[src/rtl/lbc_pkg.sv]
// Package for the LRU block buffer cache: request codes, status codes,
// entry record and response record. No dependencies.
package lbc_pkg;

  localparam int unsigned ENTRIES_DEFAULT = 8;

  localparam logic [7:0] COUNT_LIMIT = 8'd255;

  localparam logic [1:0] OP_GET     = 2'd0;
  localparam logic [1:0] OP_WRITE   = 2'd1;
  localparam logic [1:0] OP_RELEASE = 2'd2;

  localparam logic [2:0] ST_HIT   = 3'd0;
  localparam logic [2:0] ST_ALLOC = 3'd1;
  localparam logic [2:0] ST_NOBUF = 3'd2;
  localparam logic [2:0] ST_ERROR = 3'd3;
  localparam logic [2:0] ST_DONE  = 3'd4;

  typedef struct packed {
    logic [15:0] dev;
    logic [31:0] blk;
    logic [7:0]  cnt;
    logic        dirty;
    logic        valid;
  } entry_t;

  typedef struct packed {
    logic [2:0] slot_out;
    logic [2:0] status;
    logic       need_disk_read;
    logic       need_disk_write;
  } rsp_t;

endpackage

[src/rtl/lbc_if.sv]
// Request and response channel interfaces (valid/ready plus item payload).
// No dependencies.
interface lbc_req_if;
  logic        valid;
  logic        ready;
  logic [1:0]  opcode;
  logic [15:0] device;
  logic [31:0] block_number;
  logic [2:0]  slot_in;

  modport source (output valid, output opcode, output device, output block_number,
                  output slot_in, input ready);
  modport sink   (input valid, input opcode, input device, input block_number,
                  input slot_in, output ready);
endinterface

interface lbc_rsp_if;
  logic       valid;
  logic       ready;
  logic [2:0] slot_out;
  logic [2:0] status;
  logic       need_disk_read;
  logic       need_disk_write;

  modport source (output valid, output slot_out, output status, output need_disk_read,
                  output need_disk_write, input ready);
  modport sink   (input valid, input slot_out, input status, input need_disk_read,
                  input need_disk_write, output ready);
endinterface

[src/rtl/lbc_ram.sv]
// Generic single-write, single-read RAM with registered read data.
// Same-address read during write returns the old word. No dependencies.
module lbc_ram #(
  parameter int unsigned WIDTH = 8,
  parameter int unsigned DEPTH = 8
) (
  input  logic                                   clk_i,
  input  logic                                   we_i,
  input  logic [(DEPTH > 1 ? $clog2(DEPTH) : 1)-1:0] waddr_i,
  input  logic [WIDTH-1:0]                       wdata_i,
  input  logic [(DEPTH > 1 ? $clog2(DEPTH) : 1)-1:0] raddr_i,
  output logic [WIDTH-1:0]                       rdata_o
);
  logic [WIDTH-1:0] mem_q [DEPTH];
  logic [WIDTH-1:0] rdata_q;

  always_ff @(posedge clk_i) begin
    if (we_i) begin
      mem_q[waddr_i] <= wdata_i;
    end
    rdata_q <= mem_q[raddr_i];
  end

  assign rdata_o = rdata_q;
endmodule

[src/rtl/lbc_seq.sv]
// Sequencer and shared tag compare unit of the buffer cache, with the entry
// and recency-order RAMs. Depends on lbc_pkg, lbc_if, lbc_ram.
module lbc_seq #(
  parameter int unsigned ENTRIES = lbc_pkg::ENTRIES_DEFAULT
) (
  input  logic          clk_i,
  input  logic          rst_ni,
  lbc_req_if.sink       req_i,
  output logic          rsp_valid_o,
  output lbc_pkg::rsp_t rsp_o,
  input  logic          rsp_take_i
);
  localparam int unsigned SW = (ENTRIES > 1) ? $clog2(ENTRIES) : 1;
  localparam int unsigned EW = $bits(lbc_pkg::entry_t);
  localparam logic [SW-1:0] LAST = SW'(ENTRIES - 1);

  localparam logic [2:0] S_IDLE   = 3'd0;
  localparam logic [2:0] S_SCAN   = 3'd1;
  localparam logic [2:0] S_FIN    = 3'd2;
  localparam logic [2:0] S_ENT_RD = 3'd3;
  localparam logic [2:0] S_ENT_WB = 3'd4;
  localparam logic [2:0] S_ORD    = 3'd5;
  localparam logic [2:0] S_RESP   = 3'd6;

  logic [2:0] state_q, state_d;
  logic issue_q, issue_d;
  logic [SW-1:0] ix_q, ix_d;
  logic p1_v_q, p1_v_d, p1_last_q, p1_last_d, p1_wr_q, p1_wr_d;
  logic [SW-1:0] p1_pos_q, p1_pos_d;
  logic p2_v_q, p2_v_d, p2_last_q, p2_last_d, p2_wr_q, p2_wr_d;
  logic [SW-1:0] p2_slot_q, p2_slot_d;
  logic hit_q, hit_d, free_q, free_d;
  logic [SW-1:0] hit_slot_q, hit_slot_d, free_slot_q, free_slot_d, carry_q, carry_d;
  lbc_pkg::entry_t hit_ent_q, hit_ent_d;
  logic [ENTRIES-1:0] ord_wr_q, ord_wr_d, ent_wr_q, ent_wr_d;
  logic [1:0] op_q, op_d;
  logic [15:0] dev_q, dev_d;
  logic [31:0] blk_q, blk_d;
  logic [2:0] slot_q, slot_d;
  lbc_pkg::rsp_t resp_q, resp_d;

  logic ord_we;
  logic [SW-1:0] ord_waddr, ord_wdata, ord_raddr, ord_rdata, ord_val, slot_idx;
  logic ent_we;
  logic [SW-1:0] ent_waddr, ent_raddr;
  logic [EW-1:0] ent_rdata;
  lbc_pkg::entry_t ent_wdata, ent_scan, ent_slot;
  logic tag_match, eligible, in_range;

  lbc_ram #(.WIDTH(SW), .DEPTH(ENTRIES)) u_ord_ram (
    .clk_i   (clk_i),
    .we_i    (ord_we),
    .waddr_i (ord_waddr),
    .wdata_i (ord_wdata),
    .raddr_i (ord_raddr),
    .rdata_o (ord_rdata)
  );

  lbc_ram #(.WIDTH(EW), .DEPTH(ENTRIES)) u_ent_ram (
    .clk_i   (clk_i),
    .we_i    (ent_we),
    .waddr_i (ent_waddr),
    .wdata_i (ent_wdata),
    .raddr_i (ent_raddr),
    .rdata_o (ent_rdata)
  );

  // unwritten order positions hold the reset order, unwritten entries read as zero
  assign ord_val  = p1_wr_q ? ord_rdata : (LAST - p1_pos_q);
  assign slot_idx = SW'(slot_q);
  assign ent_scan = p2_wr_q ? lbc_pkg::entry_t'(ent_rdata) : '0;
  assign ent_slot = ent_wr_q[slot_idx] ? lbc_pkg::entry_t'(ent_rdata) : '0;
  assign tag_match = (ent_scan.dev == dev_q) && (ent_scan.blk == blk_q);
  assign eligible  = (ent_scan.cnt == 8'd0) && !ent_scan.dirty;
  assign in_range  = 32'(req_i.slot_in) < 32'(ENTRIES);

  assign req_i.ready = (state_q == S_IDLE);
  assign rsp_valid_o = (state_q == S_RESP);
  assign rsp_o       = resp_q;

  always_comb begin
    state_d = state_q;
    issue_d = issue_q;
    ix_d = ix_q;
    hit_d = hit_q;
    hit_slot_d = hit_slot_q;
    hit_ent_d = hit_ent_q;
    free_d = free_q;
    free_slot_d = free_slot_q;
    carry_d = carry_q;
    ord_wr_d = ord_wr_q;
    ent_wr_d = ent_wr_q;
    op_d = op_q;
    dev_d = dev_q;
    blk_d = blk_q;
    slot_d = slot_q;
    resp_d = resp_q;

    ord_we = 1'b0;
    ord_waddr = p1_pos_q;
    ord_wdata = carry_q;
    ord_raddr = ix_q;
    ent_we = 1'b0;
    ent_waddr = slot_idx;
    ent_wdata = ent_slot;
    ent_raddr = (state_q == S_SCAN) ? ord_val : slot_idx;

    // position read pipeline: order RAM, then entry RAM
    p1_v_d = issue_q;
    p1_pos_d = ix_q;
    p1_wr_d = ord_wr_q[ix_q];
    p1_last_d = (ix_q == LAST);
    if (issue_q) begin
      if (ix_q == LAST) begin
        issue_d = 1'b0;
      end else begin
        ix_d = ix_q + 1'b1;
      end
    end
    p2_v_d = p1_v_q && (state_q == S_SCAN);
    p2_last_d = p1_last_q;
    p2_slot_d = ord_val;
    p2_wr_d = ent_wr_q[ord_val];

    unique case (state_q)
      S_IDLE: begin
        if (req_i.valid) begin
          op_d = req_i.opcode;
          dev_d = req_i.device;
          blk_d = req_i.block_number;
          slot_d = req_i.slot_in;
          if (req_i.opcode == lbc_pkg::OP_GET) begin
            state_d = S_SCAN;
            ix_d = '0;
            issue_d = 1'b1;
            hit_d = 1'b0;
            free_d = 1'b0;
          end else if ((req_i.opcode == lbc_pkg::OP_WRITE ||
                        req_i.opcode == lbc_pkg::OP_RELEASE) && in_range) begin
            state_d = S_ENT_RD;
          end else begin
            resp_d = '{slot_out: req_i.slot_in, status: lbc_pkg::ST_ERROR,
                       need_disk_read: 1'b0, need_disk_write: 1'b0};
            state_d = S_RESP;
          end
        end
      end
      S_SCAN: begin
        if (p2_v_q) begin
          if (tag_match && !hit_q) begin
            hit_d = 1'b1;
            hit_slot_d = p2_slot_q;
            hit_ent_d = ent_scan;
          end
          if (eligible) begin
            free_d = 1'b1;
            free_slot_d = p2_slot_q;
          end
          if (p2_last_q) begin
            state_d = S_FIN;
          end
        end
      end
      S_FIN: begin
        state_d = S_RESP;
        if (hit_q) begin
          if (hit_ent_q.cnt == lbc_pkg::COUNT_LIMIT) begin
            resp_d = '{slot_out: 3'(hit_slot_q), status: lbc_pkg::ST_ERROR,
                       need_disk_read: 1'b0, need_disk_write: 1'b0};
          end else begin
            ent_we = 1'b1;
            ent_waddr = hit_slot_q;
            ent_wdata = '{dev: dev_q, blk: blk_q, cnt: hit_ent_q.cnt + 8'd1,
                          dirty: hit_ent_q.dirty, valid: 1'b1};
            resp_d = '{slot_out: 3'(hit_slot_q), status: lbc_pkg::ST_HIT,
                       need_disk_read: !hit_ent_q.valid, need_disk_write: 1'b0};
          end
        end else if (free_q) begin
          ent_we = 1'b1;
          ent_waddr = free_slot_q;
          ent_wdata = '{dev: dev_q, blk: blk_q, cnt: 8'd1, dirty: 1'b0, valid: 1'b1};
          resp_d = '{slot_out: 3'(free_slot_q), status: lbc_pkg::ST_ALLOC,
                     need_disk_read: 1'b1, need_disk_write: 1'b0};
        end else begin
          resp_d = '{slot_out: 3'd0, status: lbc_pkg::ST_NOBUF,
                     need_disk_read: 1'b0, need_disk_write: 1'b0};
        end
      end
      S_ENT_RD: begin
        state_d = S_ENT_WB;
      end
      S_ENT_WB: begin
        state_d = S_RESP;
        if (op_q == lbc_pkg::OP_WRITE) begin
          ent_we = 1'b1;
          ent_wdata = '{dev: ent_slot.dev, blk: ent_slot.blk, cnt: ent_slot.cnt,
                        dirty: 1'b1, valid: 1'b1};
          resp_d = '{slot_out: slot_q, status: lbc_pkg::ST_DONE,
                     need_disk_read: 1'b0, need_disk_write: 1'b1};
        end else if (ent_slot.cnt == 8'd0) begin
          resp_d = '{slot_out: slot_q, status: lbc_pkg::ST_ERROR,
                     need_disk_read: 1'b0, need_disk_write: 1'b0};
        end else begin
          ent_we = 1'b1;
          ent_wdata = '{dev: ent_slot.dev, blk: ent_slot.blk, cnt: ent_slot.cnt - 8'd1,
                        dirty: ent_slot.dirty, valid: ent_slot.valid};
          resp_d = '{slot_out: slot_q, status: lbc_pkg::ST_DONE,
                     need_disk_read: 1'b0, need_disk_write: 1'b0};
          if (ent_slot.cnt == 8'd1) begin
            state_d = S_ORD;
            ix_d = '0;
            issue_d = 1'b1;
            carry_d = slot_idx;
          end
        end
      end
      S_ORD: begin
        // shift positions down by one up to the released slot, slot goes in front
        if (p1_v_q) begin
          ord_we = 1'b1;
          ord_wr_d[p1_pos_q] = 1'b1;
          carry_d = ord_val;
          if (ord_val == slot_idx) begin
            issue_d = 1'b0;
            state_d = S_RESP;
          end
        end
      end
      S_RESP: begin
        if (rsp_take_i) begin
          state_d = S_IDLE;
        end
      end
      default: begin
        state_d = S_IDLE;
      end
    endcase

    if (ent_we) begin
      ent_wr_d[ent_waddr] = 1'b1;
    end
  end

  always_ff @(posedge clk_i or negedge rst_ni) begin
    if (!rst_ni) begin
      state_q <= S_IDLE;
      issue_q <= 1'b0;
      ix_q <= '0;
      p1_v_q <= 1'b0;
      p2_v_q <= 1'b0;
      hit_q <= 1'b0;
      free_q <= 1'b0;
      ord_wr_q <= '0;
      ent_wr_q <= '0;
    end else begin
      state_q <= state_d;
      issue_q <= issue_d;
      ix_q <= ix_d;
      p1_v_q <= p1_v_d;
      p2_v_q <= p2_v_d;
      hit_q <= hit_d;
      free_q <= free_d;
      ord_wr_q <= ord_wr_d;
      ent_wr_q <= ent_wr_d;
    end
  end

  always_ff @(posedge clk_i) begin
    p1_pos_q <= p1_pos_d;
    p1_wr_q <= p1_wr_d;
    p1_last_q <= p1_last_d;
    p2_last_q <= p2_last_d;
    p2_slot_q <= p2_slot_d;
    p2_wr_q <= p2_wr_d;
    hit_slot_q <= hit_slot_d;
    hit_ent_q <= hit_ent_d;
    free_slot_q <= free_slot_d;
    carry_q <= carry_d;
    op_q <= op_d;
    dev_q <= dev_d;
    blk_q <= blk_d;
    slot_q <= slot_d;
    resp_q <= resp_d;
  end
endmodule

[src/rtl/lru_block_buffer_cache_top.sv]
// LRU block buffer cache top level: sequencer plus response output register.
// Get scans the whole recency order; write and release work on the entry of one slot,
// and a release that drops the count to zero also rotates the recency order.
// One item at a time; the order-RAM scan sets the get time, one position a cycle.
// Reset (rst_ni low, async) empties the cache with no clearing pass: per-entry
// written flags make tags read as zero and the order read as its reset value.
module lru_block_buffer_cache_top #(
  parameter int unsigned ENTRIES = lbc_pkg::ENTRIES_DEFAULT
) (
  input logic       clk_i,
  input logic       rst_ni,
  lbc_req_if.sink   req_i,
  lbc_rsp_if.source rsp_o
);
  logic          seq_valid;
  lbc_pkg::rsp_t seq_rsp;
  logic          take;
  logic          out_valid_q;
  lbc_pkg::rsp_t out_q;

  lbc_seq #(.ENTRIES(ENTRIES)) u_seq (
    .clk_i       (clk_i),
    .rst_ni      (rst_ni),
    .req_i       (req_i),
    .rsp_valid_o (seq_valid),
    .rsp_o       (seq_rsp),
    .rsp_take_i  (take)
  );

  assign take = seq_valid && (!out_valid_q || rsp_o.ready);

  always_ff @(posedge clk_i or negedge rst_ni) begin
    if (!rst_ni) begin
      out_valid_q <= 1'b0;
    end else if (take) begin
      out_valid_q <= 1'b1;
    end else if (rsp_o.ready) begin
      out_valid_q <= 1'b0;
    end
  end

  always_ff @(posedge clk_i) begin
    if (take) begin
      out_q <= seq_rsp;
    end
  end

  assign rsp_o.valid           = out_valid_q;
  assign rsp_o.slot_out        = out_q.slot_out;
  assign rsp_o.status          = out_q.status;
  assign rsp_o.need_disk_read  = out_q.need_disk_read;
  assign rsp_o.need_disk_write = out_q.need_disk_write;
endmodule

[src/flat_wrapper.sv]
// flat-port wrapper written by rule: the top's interface ports become plain ports
module lru_block_buffer_cache_top_flat 
#(
  parameter int unsigned ENTRIES = lbc_pkg::ENTRIES_DEFAULT
)
  (clk_i, rst_ni, req_i_valid, req_i_opcode, req_i_device, req_i_block_number, req_i_slot_in, req_i_ready, rsp_o_valid, rsp_o_slot_out, rsp_o_status, rsp_o_need_disk_read, rsp_o_need_disk_write, rsp_o_ready);
  lbc_req_if req_i_i ();
  lbc_rsp_if rsp_o_i ();
  input logic clk_i;
  input logic rst_ni;
  input wire logic [$bits(req_i_i.valid)-1:0] req_i_valid;
  input wire logic [$bits(req_i_i.opcode)-1:0] req_i_opcode;
  input wire logic [$bits(req_i_i.device)-1:0] req_i_device;
  input wire logic [$bits(req_i_i.block_number)-1:0] req_i_block_number;
  input wire logic [$bits(req_i_i.slot_in)-1:0] req_i_slot_in;
  output wire logic [$bits(req_i_i.ready)-1:0] req_i_ready;
  output wire logic [$bits(rsp_o_i.valid)-1:0] rsp_o_valid;
  output wire logic [$bits(rsp_o_i.slot_out)-1:0] rsp_o_slot_out;
  output wire logic [$bits(rsp_o_i.status)-1:0] rsp_o_status;
  output wire logic [$bits(rsp_o_i.need_disk_read)-1:0] rsp_o_need_disk_read;
  output wire logic [$bits(rsp_o_i.need_disk_write)-1:0] rsp_o_need_disk_write;
  input wire logic [$bits(rsp_o_i.ready)-1:0] rsp_o_ready;
  assign req_i_i.valid = req_i_valid;
  assign req_i_i.opcode = req_i_opcode;
  assign req_i_i.device = req_i_device;
  assign req_i_i.block_number = req_i_block_number;
  assign req_i_i.slot_in = req_i_slot_in;
  assign req_i_ready = req_i_i.ready;
  assign rsp_o_valid = rsp_o_i.valid;
  assign rsp_o_slot_out = rsp_o_i.slot_out;
  assign rsp_o_status = rsp_o_i.status;
  assign rsp_o_need_disk_read = rsp_o_i.need_disk_read;
  assign rsp_o_need_disk_write = rsp_o_i.need_disk_write;
  assign rsp_o_i.ready = rsp_o_ready;
  lru_block_buffer_cache_top #(.ENTRIES(ENTRIES)) u_core (.clk_i(clk_i), .rst_ni(rst_ni), .req_i(req_i_i), .rsp_o(rsp_o_i));
endmodule
[config.mk]
export PLATFORM = sky130hd
export DESIGN_NAME = lru_block_buffer_cache_top_flat
export DESIGN_NICKNAME = d
export VERILOG_FILES = /design/src/rtl/lbc_pkg.sv /design/src/rtl/lbc_if.sv /design/src/rtl/lbc_ram.sv /design/src/rtl/lbc_seq.sv /design/src/rtl/lru_block_buffer_cache_top.sv /design/src/flat_wrapper.sv
export SDC_FILE = /design/constraint.sdc
export NUM_CORES = 1
export LEC_CHECK = 0
export BUFFER_PORTS_ARGS = -buffer_cell sky130_fd_sc_hd__buf_2
export CORE_MARGIN = 3
export CORE_UTILIZATION = 53
export DETAILED_ROUTE_END_ITERATION = 7
export PLACE_DENSITY = 0.69
export SLEW_MARGIN = 20
export SYNTH_ARGS = -nofsm -noshare
export SYNTH_HDL_FRONTEND = slang
export SYNTH_SLANG_ARGS = --single-unit
export TNS_END_PERCENT = 5
[constraint.sdc]
create_clock -name clk_i -period 6.2 [get_ports clk_i]
set_input_delay 0.31 -clock clk_i [delete_from_list [all_inputs] [get_ports clk_i]]
set_output_delay 0.31 -clock clk_i [all_outputs]
set_load 0.02 [all_outputs]
After elaboration in Yosys (flattened, before gate mapping):

Memory sizes are Yosys's and may differ from the RTL's. A register that Yosys moved wholly into a read port is not among the register bits.
Cells that the tools add are included.

* register bits after elaboration: 126
* RAM bits: 488
* input port bits: 57
* output and inout bits: 10
* word-level logic and storage cells: 198
* memories kept: 2

Memories
* u_core.u_seq.u_ent_ram.mem_q: depth 8, width 58, rd ports 1, clocked after memory_dff 1, write ports 1, line lbc_ram.sv:14 `logic [WIDTH-1:0] mem_q [DEPTH];`
* u_core.u_seq.u_ord_ram.mem_q: depth 8, width 3, rd ports 1, clocked after memory_dff 1, write ports 1, line lbc_ram.sv:14

* add/sub/neg operators: 4
* $lt $le $gt $ge: 7
* equal/unequal tests: 29
* multiplexer cells: 90
* bitwise gates (word level): 2
* reduce and logical (&&, ||, !) cells: 30

Operators by type and width (number)
* $mux W58: 5
* $pmux W58 S2: 1
* $mux W3: 25
* $mux W8: 5
* $mux W1: 33
* $eq A32 B32 Y1: 1
* $ne A2 B2 Y1 const B: 12
* $pmux W8 S3: 1
* $pmux W3 S7: 1
* $lt A3 B4 Y1 const B: 5
* $mux W10: 2
* $eq A16 B16 Y1: 1
* $logic_not A8 Y1: 2
* $or A8 B8 Y8: 2
* $reduce_and A5 Y1: 3
* $eq A3 B3 Y1 const B: 4
* $pmux W3 S2: 2
* $mux W5: 2
* $bmux W1 S3: 3
* $add A8 B1 Y8 const B: 1
* $eq A8 B1 Y1 const B: 1
* $eq A8 B8 Y1 const B: 1
* $sub A8 B1 Y8 const B: 1
* $logic_and A1 B1 Y1: 7
* other kinds (24): 41

Longest topological paths before layout:

Gate-level depths: netlist of run 1.

* depth after elaboration: 9
* mapped depth: 9
* gate-level depth less buffers: 7

Cells and area by module:

Synthesis of run 1 repeated with hierarchy kept, for this count alone.

* cells, all modules: 1510
* area, all modules: 26867.0 µm²

By module, submodules not included
* lbc_ram (u_core.u_seq.u_ent_ram): times used 1, cells each 741, area each 18831.8 µm², sequential area each 15094.5 µm²
* lbc_seq: times used 1, cells each 707, area each 6708.9 µm², sequential area each 3278.1 µm²
* lbc_ram (u_core.u_seq.u_ord_ram): times used 1, cells each 50, area each 1042.2 µm², sequential area each 780.7 µm²
* lru_block_buffer_cache_top: times used 1, cells each 12, area each 284.0 µm², sequential area each 265.3 µm²

Worst setup path after synthesis of run 1:

No wires, ideal clock.

* path kind: reg2reg
* start: register u_core.u_seq.hit_ent_q[2] (netlist name)
* end: memory u_core.u_seq.u_ent_ram.mem_q[0][0] (netlist name) (enable)
* setup time: 0.474 ns
* data arrival time: 4.093 ns
* required time: 5.726 ns
* path slack: 1.633 ns
* cell stages (with the launch flop): 9
* path buffers: 1
* clock period less this slack: 4.567 ns
* cells stage by stage: edfxtp_1 -> ha_1 -> nand2_1 -> nor3_2 -> a21oi_1 -> o221a_2 -> nand2b_1 -> buf_2 -> nor2_1

* longest elaborated chain between the ends: 6
* elaborated cells on any way between the ends: 9
* those cells by class: eq/ne: 1; mux: 8

Ends and longest elaborated chain
* start: declaration: line lbc_seq.sv:34 `lbc_pkg::entry_t hit_ent_q, hit_ent_d;`
* start signal: assignment: line lbc_seq.sv:276 `hit_ent_q <= hit_ent_d;`
* $eq A8 B8 Y1 *: line lbc_seq.sv:167 `if (hit_ent_q.cnt == lbc_pkg::COUNT_LIMIT) begin`
* $mux W1: line lbc_seq.sv:167
* $mux W1: line lbc_seq.sv:166 `if (hit_q) begin`
* $pmux W1 S2: line lbc_seq.sv:125 `unique case (state_q)`
* $mux W1: line lbc_ram.sv:18 `if (we_i) begin`
* $mux W1 (implied by the code): line lbc_ram.sv:19 `mem_q[waddr_i] <= wdata_i;`
* end: declaration: line lbc_ram.sv:14

Every way passes the cells marked *; elsewhere a longest branch is shown, timed or not.

Worst setup path after layout of run 1:

* start: register u_core.u_seq.state_q[0]
* end: memory u_core.u_seq.u_ent_ram.mem_q[5][14] (netlist name) (enable)

* longest elaborated chain between the ends: 4
* elaborated cells on any way between the ends: 6
* those cells by class: eq/ne: 2; mux: 4

Ends and longest elaborated chain
* start: declaration: line lbc_seq.sv:25 `logic [2:0] state_q, state_d;`
* start signal: assignment: line lbc_seq.sv:256 `state_q <= state_d;`
* $eq A3 B3 Y1 or $eq A3 B2 Y1 (tied branches): line lbc_seq.sv:125
* $pmux W1 S2: line lbc_seq.sv:125
* $mux W1: line lbc_ram.sv:18
* $mux W1 (implied by the code): line lbc_ram.sv:19

Parallel ways exist; a longest one is shown, timed or not.

==> impl_results.md, run 1 <==
- Final #Nets: 2,241
- Pre-antenna DRT Iters: 5
- PD cells: 465.4 nW/um2
- Clock network fraction of design power: 27.5%
- Outcome: completed
- N_diodes: 0
- First-pass GRT wire length: 101.3 mm
- Die width: 233.3 um
- Ys Warns: 0
- Hold Violations, Final: 0
- Period minus WS final: 4.609 ns
- Routed vias: 17,693
- Final Wtd Congestion: 0.8260
- Internal: 9.772 mW
- Place WS: 1.610 ns
- Max-slew violations: 0
- Clock sink total: 675
- Final antenna-violating net count: 0
- Initial Util: 54.13%
- Critical Path Max Stage Delay: 0.75 ns
- Area growth from synthesis to layout: 13.30%
- WP data required: 6.43 ns
- Critical-path cell list: nor3b_2, o21ai_0, a21oi_4, buf_4, a2bb2oi_1, nand2_1, nor2_4, buf_4
- Worst path slowest cell: nor2_4
- Final wirelength: 65.74 mm
- Commonest non-fill, non-tap cell in the layout: edfxtp_1
- LEAKAGE: 10.72 nW
- Synth area leader: edfxtp_1
- Register bit total from synthesis: 675
- Total GRT Usage: 24.37%
- Avg WL per Cell: 22.63 um
- Worst vdd ir: 0.2645 mV
- Post-synth EDFFs: 576
- Combinational power share: 23.9%
- Crit Path Category: flop to flop
- Power Total: 14.44 mW
- Cell variety after synth: 72
- Clk_skew: 0.02055 ns
- I/O Pins: 67
- Total gr overflow: 0
- Fraction of layout cells with a size suffix above 1: 13.57%
- Core ar.: 50,580 um2
- Syn Area/Cell: 13.03 um2
- Antenna violations before repair: 1
- Die ar.: 54,420 um2
- Setup_tns: 0 ns
- Net Sw Frac: 32.31%
- FILL cells: 3,736
- CP startpoint kind: flop
- DRC: 0
- Rows: 82
- CTS Buffer Depth: 3
- Most used DFF post-synth: edfxtp_1
- Max_cap viols: 0
- CTS H-tree lvls: 3
- Die Span Y: 233.3 um
- Highest Clock Rate: 217.0 MHz
- Reg clk slew, reported paths: 0.06 ns
- CTS tree: yes
- Register area share after synthesis: 70.93%
- Worst Tran Pin Value: 1.471 ns
- Largest net degree at the start of global routing: 231
- Crit-path max FO: 38
- Most frequent CP cell: buf_4
- Highest-count cells in the layout ignoring fill and taps: edfxtp_1 (576), nand2_1 (482), nand3_1 (132)
- Syn_nets: 2,163
- Sequential share of power: 48.6%
- Vias in the first global route: 17,383
- Total CTS buffers: 69
- Final WS setup: 1.591 ns
- Rel. slew slack: 1.957%
- P_sw: 4.665 mW
- Worst-Skew Late Latency: 0.61 ns
- Final setup fails: 0
- Hpwl dp: 36.22 mm
- Hold crit path type: input pin to flop
- Async SR Flop Fraction: 4.148%
- Number of I/O port buffers: 66
- Post-synth top area share: 63.18%
- RSZ-0062 raised after global routing: no
- Drt initial violations: 1,760
- Fin crit share: 74.34%
- Post-DR vias/cell: 6.091
- Clock Tree Root: clkbuf_16
- Synth Instances: 2,101
- Main area contributors after synthesis: edfxtp_1 (63%), nand2_1 (6.6%), dfxtp_1 (5.2%)
- CP arrival: 4.84 ns
- Mapped Area: 27,380 um2
- CP Capture Type: flop
[critical path, delay by kind of cell (launching register included)]
| family | cells | cell delay [ns] |
|---|---|---|
| compound gates | 3 | 0.79 |
| simple gates | 3 | 1.82 |
| flops | 1 | 0.59 |
| buf+inv | 2 | 1.00 |
[cells by family after synthesis]
kind of cell    after synthesis  share of synthesized area [%]
mux                          34                          1.782
compound gates              347                          9.383
xor+xnor                     32                          1.024
buf+inv                     151                          2.386
fa+ha+maj                     5                         0.2285
flops                       675                          70.93
simple gates                857                          14.27
[path summary, 6_finish.rpt]
| path | startpoint | endpoint | slack [ns] | depth (start not counted) |
|---|---|---|---|---|
| setup / recovery | u_core.u_seq.state_q[0] | u_core.u_seq.u_ent_ram.mem_q[5][14] | 1.59 | 8 |
| hold / removal | req_i_valid | u_core.u_seq.state_q[2] | 0.07 | 3 |
| setup reg to reg | u_core.u_seq.state_q[0] | u_core.u_seq.u_ent_ram.mem_q[5][14] | 1.59 | 8 |
| hold reg to reg | u_core.u_seq.p1_last_q | u_core.u_seq.p2_last_q | 0.33 | 0 |
| max in group asynchronous | rst_ni | u_core.u_seq.ent_wr_q[1] | 5.41 | 2 |
| min in group asynchronous | rst_ni | u_core.u_seq.ord_wr_q[0] | 0.32 | 2 |
[layout make-up]
| cell class | count | area, um2 | area share [%] |
|---|---|---|---|
| Inverter | 12 | 45.04 | 0.1452 |
| Timing Repair Buffer | 146 | 1124 | 3.622 |
| Clock inverter | 25 | 203.9 | 0.6575 |
| Multi-Input combinational cell | 1275 | 7441 | 23.99 |
| Clock buffer | 100 | 1946 | 6.272 |
| Tap cell | 672 | 840.8 | 2.711 |
| Sequential cell | 675 | 19420 | 62.60 |
[metal layers]
| metal | track usage [%] | wire [um] | up-vias |
|---|---|---|---|
| met5 | 0 | 0 | - |
| met4 | 8.141 | 1718 | 0 |
| met3 | 4.366 | 4565 | 127 |
| met2 | 39.21 | 31620 | 657 |
| met1 | 33.90 | 27830 | 8870 |
| li1 | - | - | 8039 |
[state kept, by name, summed over array words and instances (netlist names), 3 cells and up]
signal / flops
u_core.u_seq.u_ent_ram.mem_q: 464
u_core.u_seq.u_ent_ram.rdata_o: 58
u_core.u_seq.blk_q: 32
u_core.u_seq.u_ord_ram.mem_q: 24
u_core.u_seq.dev_q: 16
u_core.u_seq.hit_ent_q: 10
u_core.u_seq.ent_wr_q: 8
u_core.u_seq.ord_wr_q: 8
u_core.u_seq.rsp_o: 8
u_core.rsp_o.slot_out: 3
u_core.rsp_o.status: 3
u_core.u_seq.carry_q: 3
u_core.u_seq.free_slot_q: 3
u_core.u_seq.hit_slot_q: 3
u_core.u_seq.ix_q: 3
u_core.u_seq.ord_waddr: 3
u_core.u_seq.p2_slot_q: 3
u_core.u_seq.slot_idx: 3
u_core.u_seq.state_q: 3
u_core.u_seq.u_ord_ram.rdata_o: 3
[power by group through the flow]
stage               logic (mW)  clock network, mW  registers [mW]
floorplan                 2.42                  0            6.84
global placement          3.28                  0            7.05
detailed placement        3.38                  0            7.08
CTS                       3.43               4.01            7.00
global route              3.79               4.19            7.09
finish                    3.45               3.97            7.02
[stage by stage]
step	area [um2]	util (%)	hold slack, ns	std cells
detailed placement	28310	55.97	0.3188	2726
finish	31020	61.33	0.06527	2905
global route	31020	61.33	0.07961	2905
floorplan	27380	-	0.01441	2101
global placement	28280	55.92	0.3177	2725
CTS	31000	61.29	0.02636	2905
[Yosys cell counts, types with 11 or more instances]
| master | number |
|---|---|
| o21ai_0 | 74 |
| clkbuf_1 | 65 |
| buf_2 | 58 |
| and3_1 | 64 |
| a31o_2 | 50 |
| nand2_1 | 483 |
| nand4_1 | 34 |
| inv_1 | 11 |
| dfxtp_1 | 71 |
| a21oi_1 | 16 |
| nand3_1 | 132 |
| edfxtp_1 | 576 |
| a211oi_1 | 61 |
| and2_1 | 17 |
| nor3_1 | 11 |
| nand2b_1 | 14 |
| nor2_1 | 60 |
| mux2_2 | 11 |
| a311oi_1 | 58 |
| xnor2_1 | 24 |
| or2_2 | 12 |
| buf_1 | 12 |
| dfrtp_1 | 28 |
| o21a_1 | 14 |
[timing repair]
| action | in CTS | in global routing |
|---|---|---|
| gates resized for setup | 0 | 0 |
| buffers inserted | 0 | 0 |
| hold buffers | 54 | 0 |
| hold endpoints to repair | 81 | 0 |
Note: power is estimated with default switching activity, not from simulation.
==> run 2, diff against run 1 <==
Clock period 6.2 ns to 4.45 ns, I/O delays scaled along.
==> run 2 against run 1 <==
Non-clock buffer count increased by 7. Global-route usage decreased by 0.14 points. Clock power increased by 46%. Utilization increased by 0.65 points. Largest power group unchanged. Critical path depth unchanged. Worst hold slack improved by 0.16 ns. Combinational power increased by 41%. Register-to-register slack got worse by 0.74 ns. Clock skew increased by 0.00065 ns. Largest cell class unchanged. First-iteration DRC count decreased by 7.6%. Final area increased by 1.1%.
==> impl_results.md, run 2 (synthesized netlist as in run 1, its figures left out) <==
- Outcome: completed
- First-pass GRT wire length: 100.5 mm
- Hold Violations, Final: 0
- Vias in the first global route: 17,441
- Final antenna-violating net count: 0
- Pre-antenna DRT Iters: 5
- Biggest register: u_core.u_seq.u_ent_ram.mem_q
- Fin cells: 2,916
- Fin crit share: 80.97%
- CTS H-tree lvls: 3
- Clk_skew: 0.02120 ns
- Final wirelength: 65.37 mm
- DRC: 0
- I/O Pins: 67
- Die width: 233.3 um
- Commonest non-fill, non-tap cell in the layout: edfxtp_1
- Worst-Skew Late Latency: 0.60 ns
- WP data required: 4.94 ns
- Total gr overflow: 0
- Highest-count cells in the layout ignoring fill and taps: edfxtp_1 (576), nand2_1 (482), nand3_1 (132)
- CP Capture Type: flop
- Number of flip-flops in the largest register: 464
- Fraction of layout cells with a size suffix above 1: 14.04%
- Total CTS buffers: 71
- Clock sink total: 675
- Hold crit path type: input pin to asynchronous set/reset pin
- PD cells: 650.3 nW/um2
- Worst Tran Pin Value: 1.020 ns
- CP arrival: 4.09 ns
- Max_cap viols: 0
- Post-cts sizing count: 0
- Post-DR vias/cell: 6.107
- Avg WL per Cell: 22.42 um
- Crit Path Category: flop to flop
- CTS tree: yes
- Drt initial violations: 1,627
- Largest net degree at the start of global routing: 139
- Antenna violations before repair: 0
- N_diodes: 0
- Rel. slew slack: 31.16%
- Clock Tree Root: clkbuf_16
- Highest Clock Rate: 277.5 MHz
- Final Wtd Congestion: 0.8070
- Worst vdd ir: 0.4444 mV
- LEAKAGE: 10.86 nW
- Area growth from synthesis to layout: 14.51%
- Design area: 31,350 um2
- Final #Nets: 2,250
- Die ar.: 54,420 um2
- Period minus WS final: 3.603 ns
- Cells after DPL: 2,731
- Routed vias: 17,809
- Final setup fails: 0
- CP startpoint kind: flop
- Die Span Y: 233.3 um
- Crit-path max FO: 138
- Hpwl dp: 33.66 mm
- Initial Util: 54.13%
- Total GRT Usage: 24.23%
- RSZ-0062 raised after global routing: no
- Reg clk slew, reported paths: 0.06 ns
- Number of I/O port buffers: 66
- Rows: 82
- Cell Area, Placed: 28,480 um2
- FILL cells: 3,736
- Final core occ: 61.98%
- Core ar.: 50,580 um2
- CTS Buffer Depth: 3
- Power Total: 20.39 mW
- Max-slew violations: 0
run 2: worst paths after layout:
check,start,slack (ns),to,cells past startpoint
max reg2reg,u_core.u_seq.state_q[0],0.85,u_core.u_seq.u_ent_ram.rdata_o[35],8
min reg2reg,u_core.u_seq.p1_last_q,0.33,u_core.u_seq.p2_last_q,0
min in group clk_i,u_core.u_seq.p1_last_q,0.33,u_core.u_seq.p2_last_q,0
max in group asynchronous,rst_ni,3.75,u_core.u_seq.ent_wr_q[7],2
max,u_core.u_seq.state_q[0],0.85,u_core.u_seq.u_ent_ram.rdata_o[35],8
min,rst_ni,0.23,u_core.u_seq.p1_v_q,2
run 2: per-stage QoR:
step / TNS, ns / worst slack [ns] / hold slack, ns
after floorplan: -48.82 / -0.1166 / -0.07309
after global routing: 0 / 0.7176 / 0.2631
after CTS: 0 / 1.022 / 0.2338
after detailed placement: 0 / 1.049 / 0.3222
final: 0 / 0.8470 / 0.2281
after global placement: 0 / 1.093 / 0.3157
run 2: worst max-delay path, stage by stage, from the launching register on:
cell      delay [ns]
dfrtp_1         0.72
nor3b_4         0.58
nand2b_2        0.24
buf_4           0.69
nand2_4         0.10
buf_12          0.33
a211oi_1        0.35
a311oi_1        0.11
a31o_2          0.25
run 2: cell type report:
cell class	count	area, um2	area share (%)
sequential	675	19420	61.95
multi-input combinational	1275	7432	23.71
clock buffer	97	1998	6.374
timing repair buffer	153	1311	4.183
tap	672	840.8	2.682
clock inverter	32	302.8	0.9658
inverter	12	45.04	0.1437
run 2: layer usage:
layer	GRT usage (%)	wire length [um]	vias to the layer above	part of all wire, %
li1	-	-	8046	-
met1	33.40	27760	8926	42
met2	39.65	31310	709	48
met3	4.098	4674	128	7.1
met4	7.717	1622	0	2.5
met5	0	0	-	0
run 2: where the power goes:
part	total (mW)	switching, mW	leakage [nW]	internal, mW
Clock	5.80	2.36	1.13	3.44
Sequential	9.72	0.753	6.21	8.97
Combinational	4.86	3.34	3.52	1.52
Total	20.4	6.45	10.9	13.9
run 2: timing repair:
action	CTS	global route
hold buffers	56	0
buffers inserted	0	0
endpoints found under the hold margin	85	0
